`config.mk`:
```
export PLATFORM = sky130hd
export DESIGN_NAME = mbe_ctrl
export DESIGN_NICKNAME = d
export VERILOG_FILES = /design/src/design/mbe_pkg.sv /design/src/design/mbe_ctrl.sv
export SDC_FILE = /design/constraint.sdc
export NUM_CORES = 1
export LEC_CHECK = 0
export BUFFER_PORTS_ARGS = -buffer_cell sky130_fd_sc_hd__buf_2
export CORE_AREA = 8 8 45 47
export DETAILED_ROUTE_END_ITERATION = 6
export DIE_AREA = 0 0 53 55
export SYNTH_ARGS = -nofsm -noshare
export SYNTH_HDL_FRONTEND = slang
export SYNTH_SLANG_ARGS = --single-unit
```
`constraint.sdc`:
```
create_clock -name clk -period 3.15 [get_ports clk]
set_input_delay 0.1575 -clock clk [delete_from_list [all_inputs] [get_ports clk]]
set_output_delay 0.1575 -clock clk [all_outputs]
set_load 0.01 [all_outputs]
```
`src/design/mbe_pkg.sv`:
```
// Shared types, constants and controller states for the fixed-point Mandelbrot
// escape-time block. No dependencies; every other design file imports this package.

package mbe_pkg;

  // Field widths fixed by the interface.
  localparam int COORD_BITS   = 12;
  localparam int COUNT_BITS   = 16;
  localparam int DIM_BITS     = 13;
  localparam int SUM_BITS     = 64;

  // Fixed-point arithmetic widths.
  localparam int Z_BITS       = 24;  // |z| stays below 8.4e6 at every point of the loop
  localparam int SQ_BITS      = 2 * Z_BITS;
  localparam int DIV_W        = 42;  // any quotient input stays below 2^42
  localparam int DSR_W        = 20;  // divisor width, holds 1000000
  localparam int DIV_STEP     = 6;   // quotient bits produced per cycle
  localparam int DIV_CYCLES   = DIV_W / DIV_STEP;
  localparam int DIV_CNT_W    = $clog2(DIV_CYCLES + 1);

  // Scaling constants of the mapping and the iteration.
  localparam logic [DSR_W-1:0] FX_ONE  = 20'd1000000;
  localparam logic [5:0]       RE_MUL  = 6'd35;
  localparam logic [DSR_W-1:0] RE_DIV  = 20'd10;
  localparam logic signed [Z_BITS:0] RE_OFFSET = 25'sd2500000;  // 25 * 1e6 / 10
  localparam logic signed [Z_BITS-1:0] IM_OFFSET = 24'sd1000000;
  localparam logic signed [SQ_BITS:0] ESC_BOUND = 49'sd4000000000000;

  // Register map.
  typedef enum logic [1:0] {
    REG_WIDTH    = 2'd0,
    REG_HEIGHT   = 2'd1,
    REG_MAX_ITER = 2'd2
  } reg_idx_t;

  typedef struct packed {
    logic [DIM_BITS-1:0]   image_width;
    logic [DIM_BITS-1:0]   image_height;
    logic [COUNT_BITS-1:0] max_iterations;
  } cfg_t;

  // Channel payloads.
  typedef struct packed {
    logic [COORD_BITS-1:0] pixel_x;
    logic [COORD_BITS-1:0] pixel_y;
    logic                  restart;
  } pixel_t;

  typedef struct packed {
    logic [COUNT_BITS-1:0] iteration_count;
    logic [SUM_BITS-1:0]   running_checksum;
  } result_t;

  // Controller to datapath commands.
  typedef struct packed {
    logic load;    // capture pixel, start both coordinate divisions
    logic scale;   // latch ci, start the real-axis divide by ten
    logic init;    // latch cr, clear z and the count
    logic square;  // register the three products of z
    logic zdiv;    // start both divisions by the fixed-point scale
    logic update;  // write the new z and bump the count
    logic finish;  // fold the count into the checksum and post the result
  } dp_cmd_t;

  // Datapath to controller status.
  typedef struct packed {
    logic div_busy;
    logic stop;
    logic out_free;
  } dp_status_t;

  typedef enum logic [2:0] {
    ST_IDLE,
    ST_MAP,
    ST_SCALE,
    ST_SQUARE,
    ST_TEST,
    ST_ZDIV,
    ST_FINISH
  } state_t;

endpackage

```
`src/design/mbe_ctrl.sv`:
```
// Controller state machine sequencing mapping, iteration and result posting.
// Depends on mbe_pkg for states, commands and status.

module mbe_ctrl (
  input  logic                clk,
  input  logic                rst,
  input  logic                pixel_valid,
  output logic                pixel_stall,
  input  mbe_pkg::dp_status_t status,
  output mbe_pkg::dp_cmd_t    cmd
);
  import mbe_pkg::*;

  state_t state, state_next;

  // State register.
  always_ff @(posedge clk) begin
    if (rst) begin
      state <= ST_IDLE;
    end else begin
      state <= state_next;
    end
  end

  // Next state and commands.
  always_comb begin
    state_next  = state;
    cmd         = '0;
    pixel_stall = 1'b1;
    unique case (state)
      ST_IDLE: begin
        pixel_stall = 1'b0;
        if (pixel_valid) begin
          cmd.load   = 1'b1;
          state_next = ST_MAP;
        end
      end
      ST_MAP: begin
        if (!status.div_busy) begin
          cmd.scale  = 1'b1;
          state_next = ST_SCALE;
        end
      end
      ST_SCALE: begin
        if (!status.div_busy) begin
          cmd.init   = 1'b1;
          state_next = ST_SQUARE;
        end
      end
      ST_SQUARE: begin
        cmd.square = 1'b1;
        state_next = ST_TEST;
      end
      ST_TEST: begin
        if (status.stop) begin
          state_next = ST_FINISH;
        end else begin
          cmd.zdiv   = 1'b1;
          state_next = ST_ZDIV;
        end
      end
      ST_ZDIV: begin
        if (!status.div_busy) begin
          cmd.update = 1'b1;
          state_next = ST_SQUARE;
        end
      end
      ST_FINISH: begin
        if (status.out_free) begin
          cmd.finish = 1'b1;
          state_next = ST_IDLE;
        end
      end
      default: begin
        state_next = ST_IDLE;
      end
    endcase
  end

endmodule

```
==> results of run 1 <==
[final cells by class]
cell class	instances	area [sq um]	share of cell area [%]
inverter	2	7.51	2.20
clock buffer	4	26.3	7.69
tap	16	20.0	5.86
sequential	3	60.1	17.6
timing repair buffer	13	65.1	19.0
multi-input combinational	25	163	47.6
[layer usage]
layer  vias to the layer above  wire [um]  GRT usage (%)
li1                        147          -              -
met1                       120        291           5.46
met2                         8        340           8.59
met3                         0         79           4.28
met4                         0          0           5.17
met5                         -          0              0
[worst max-delay path, stage by stage (launching register included)]
cell	delay, ns
dfxtp_1	0.44
inv_1	0.16
nor4_1	0.28
buf_2	0.18
[kinds of logic after synthesis]
logic type / Yosys count / synth area share (%)
and+or+nand+nor: 19 / 43.2
buffers and inverters: 4 / 10.6
DFF: 3 / 24.1
AOI/OAI and AO/OA: 6 / 22.1
[synth_stat cells (all sizes together)]
cell type,n,area share [%]
a21o,1,3.5
nand2,1,1.5
nor4,1,2.5
buf,2,7.5
nor2b,1,2.5
nor3,2,4.0
dfxtp,3,24
and3,3,8.0
a21oi,2,4.0
inv,2,3.0
nand3,1,2.0
a211oi,1,3.0
o41ai,1,6.5
or3,2,7.0
o211ai,1,5.0
nor2,6,9.0
and2b,2,6.5
[worst paths after layout]
| kind | slack [ns] | end | cells after the start | startpoint |
|---|---|---|---|---|
| max | 1.70 | cmd[2] | 3 | state[2]$_SDFFE_PP0P_ |
| min | 0.16 | state[2]$_SDFFE_PP0P_ | 2 | rst |
| max reg2reg | 1.99 | state[0]$_SDFFE_PP0P_ | 3 | state[1]$_SDFFE_PP0P_ |
| min reg2reg | 0.64 | state[2]$_SDFFE_PP0P_ | 2 | state[0]$_SDFFE_PP0P_ |
[per-stage QoR]
stage          instance area, sq um  util, %  hold slack [ns]
2_1_floorplan                   249        -            0.230
3_3_place_gp                    315     22.8            0.398
3_5_place_dp                    315     22.8            0.400
4_1_cts                         342     24.7            0.148
5_1_grt                         342     24.7            0.151
6_report                        342     24.7            0.156
[report_power, final]
group          switching, mW  total (mW)  internal, mW
logic                 0.0213      0.0457        0.0244
registers             0.0106      0.0530        0.0424
clock network         0.0192      0.0666        0.0474
==> flow_summary.toml, run 1 <==
[die]
io_pins = 14
die_y_um = 55
core_area_sq_mm = 0.00138
die_w_um = 53
rows = 14
fp.dieArea_sq_mm = 0.00292
start_util_pct = 18.0

[synth]
synth_nets = 38
synth_area_per_cell_sq_um = 7.78
synth_cell_type_count = 21
synth.yosys.seq_area_share_pct = 24.1
ys_warn_count = 0
syn_inst = 32
ys_seq_elements = 3
syn_area_sq_um = 249

[routing]
drtPass1Iterations = 3
num_vias = 275
vias_per_cell = 4.37
totalWireLength_um = 711
routedWlPerCell_um = 11.3
route.detailed.drc = 0
drtIter0Drc = 3
antenna_left = 0

[setup_path]
cp.required_ns = 2.99
crit_path_end_kind = "output port"
crit_arrival_ns = 1.29
critPathKind = "reg2out"
crit_fanout = 7
start_kind = "register"

[layout]
drive_gt1_share_pct = 46.8
n_antenna_cell = 0
largest_reg_flops = 3
top_register = "state"
layout.nets = 54
layout_commonest_cell = "buf_2"
nFillCells = 160
layout_common_cells = "13 x buf_2, 6 x nor2_1, 3 x clkbuf_4, 3 x dfxtp_1"
largest_registers = "state x3"
area_growth_pct = 37.2
final_cells = 63

[clock_tree]
cts_hold_buf = 0
cts_buffers = 3
clk_pin_slew_ns = 0.04
cts_tree = "built"
clock_sinks = 3
clk_latency_ns = 0.23
cts_setup_buffers = 0
clock_path_buffers = 2
cts-root-buf = "clkbuf_4"
cts_resized = 0
cts-htree-levels = 1

[sta]
drv_slew = 0
grt_setup_unrepaired = "no"
min_period_over_period_pct = 45.9
slew_headroom_pct = 76.6
hold_violations = 0
fin_ws_ns = 1.70
final.setup.tns_ns = 0
min_period_ns = 1.45
tightest_slew_ns = 0.350
max_freq_mhz = 692
skew_ns = 0.000765
final-setup-viol-count = 0

[global_route]
grt_max_degree = 13
grtUsageTotal_pct = 5.90
gr-total-overflow = 0
antenna_found_initial = 0
grt_pass1_vias = 289
grt_pass1_wl_um = 1210

[placed_design]
place_congestion = 0.720
post-place-ws_ns = 1.93
port_buffers = 13
place_inst = 59
dpl.hpwl_um = 557

[worst_hold_path]
hold_path.class = "in2reg"

[flow_run]
drv_cap = 0

[run_status]
outcome = "completed"

[power]
p_total_mw = 0.165
leakagePower_nw = 0.182
cellPowerDensity_mw_per_mm2 = 484
max-vdd-ir-drop_uv = 153
(Power assumes the default switching activity.)
==> run 2, diff against run 1 <==
Clock period 3.15 ns to 1.2 ns, I/O delays scaled along.
==> run 2 against run 1 <==
Against the previous run: hold slack lost 0.11 ns; non-clock buffer count grew 4; critical path depth is the same; critical endpoint is now cmd[6]; sequential cell count is the same; via count grew 4.4%; the flow now finishes with violations (setup timing).
==> flow_summary.toml, run 2 (same netlist as run 1, synthesis figures left out) <==
[run_status]
outcome = "complete, but fails checks"
violations = "setup timing"

[sta]
skew_ns = 0.00889
tightest_slew_ns = 0.214
max_freq_mhz = 816
min_period_over_period_pct = 102
grt_setup_unrepaired = "yes"
slew_headroom_pct = 85.6
min_period_ns = 1.23
fin_ws_ns = -0.0258
hold_violations = 0
final-setup-viol-count = 1
whs_ns = 0.0505
final.setup.tns_ns = -0.0258
drv_slew = 0

[layout]
n_antenna_cell = 0
area_growth_pct = 65.3
largest_reg_flops = 3
layout.nets = 58
post-route-util_pct = 29.7
top_register = "state"
largest_registers = "state x3"
layout_common_cells = "13 x buf_2, 4 x nor2_1, 3 x clkbuf_4, 3 x buf_4, 3 x dfxtp_4"
drive_gt1_share_pct = 66.7
layout_commonest_cell = "buf_2"

[setup_path]
ff2ff_path_depth = 4
r2r-end = "state[0]$_SDFFE_PP0P_"
worstReg2RegStart = "state[0]$_SDFFE_PP0P_"
crit_fanout = 3
cp.required_ns = 1.14
critPathKind = "reg2out"
reg2reg_slack_ns = 0.07
crit_path_end_kind = "output port"
crit_arrival_ns = 1.17
start_kind = "register"

[power]
p_sw_share_pct = 32.3
p_comb_share_pct = 36.2
internal-power_mw = 0.330
power_frac_seq_pct = 26.5
leakagePower_nw = 0.208
p_clk_share_pct = 37.3
switchingPower_mw = 0.157
cellPowerDensity_mw_per_mm2 = 1180
max-vdd-ir-drop_uv = 634

[clock_tree]
clock_path_buffers = 2
clk_latency_ns = 0.24
clock_sinks = 3
cts_buffers = 3
cts_tree = "built"
cts-root-buf = "clkbuf_4"
cts-htree-levels = 1
clk_pin_slew_ns = 0.03
cts_hold_buf = 0

[die]
io_pins = 14
fp.dieArea_sq_mm = 0.00292
start_util_pct = 18.0
rows = 14
die_w_um = 53
die_y_um = 55
core_area_sq_mm = 0.00138

[worst_hold_path]
hold_path.class = "in2reg"
worstHoldStart = "rst"
hold_depth = 2
worstHoldEndpoint = "state[2]$_SDFFE_PP0P_"

[routing]
routedWlPerCell_um = 11.9
antenna_left = 0
num_vias = 287
totalWireLength_um = 800
vias_per_cell = 4.28
route.detailed.drc = 0
drtPass1Iterations = 2
drtIter0Drc = 4

[placed_design]
dpl.hpwl_um = 558
port_buffers = 13
place_congestion = 0.760

[global_route]
gr-total-overflow = 0
grt_max_degree = 9
grt_pass1_vias = 308
antenna_found_initial = 0
grtUsageTotal_pct = 5.90
grt_pass1_wl_um = 1260

[flow_run]
drv_cap = 0
[run 2: cell types whose count changed in the layout (fill, tap and decap cells not counted), sizes merged]
cell  change
buf       +4
[run 2: final cells by class]
cell class	count	area, sq um
Timing Repair Buffer	17	98.8
Inverter	2	7.51
Multi-Input combinational cell	25	188
Tap cell	16	20.0
Fill cell	160	972
Clock buffer	4	26.3
Sequential cell	3	71.3
[run 2: timing repair]
item / 4_1_cts / 5_1_grt
pin swaps: 1 / 0
endpoints found under the setup margin: 5 / 5
gates cloned: 0 / 0
setup buffers: 3 / 0
resized for setup: 8 / 5
[run 2: how the worst max path moves through the flow]
stage	from	to	cells past startpoint
2_1_floorplan	state[0]$_SDFFE_PP0P_	cmd[6]	3
3_3_place_gp	state[2]$_SDFFE_PP0P_	cmd[2]	3
3_5_place_dp	state[2]$_SDFFE_PP0P_	cmd[2]	3
4_1_cts	state[2]$_SDFFE_PP0P_	cmd[6]	3
5_1_grt	state[2]$_SDFFE_PP0P_	cmd[6]	3
6_report	state[2]$_SDFFE_PP0P_	cmd[6]	3
[run 2: critical path, stage by stage (launching register included)]
cell and delay (ns):
dfxtp_4 0.34, or3_4 0.38, nor2_2 0.08, buf_2 0.13
[run 2: power groups by stage]
stage	logic [mW]	registers, mW	clock network, mW
2_1_floorplan	0.112	0.119	0
3_3_place_gp	0.131	0.135	0
3_5_place_dp	0.132	0.135	0
4_1_cts	0.165	0.126	0.189
5_1_grt	0.192	0.131	0.204
6_report	0.176	0.129	0.182
[run 2: through the flow]
stage | cell area [sq um] | power [mW] | cells | setup slack, ns
after global placement | 323 | 0.266 | 60 | 0.0756
final | 412 | 0.487 | 67 | -0.0258
after floorplan | 249 | 0.231 | 32 | 0.139
after detailed placement | 323 | 0.267 | 60 | 0.0759
after CTS | 395 | 0.481 | 67 | -0.0418
after global routing | 412 | 0.527 | 67 | -0.0785
[run 2: layer usage]
metal | part of all wire (%) | GRT usage, %
met1 | 35 | 5.16
met2 | 51 | 10.2
met3 | 14 | 5.08
met4 | 0 | 1.29
met5 | 0 | 0
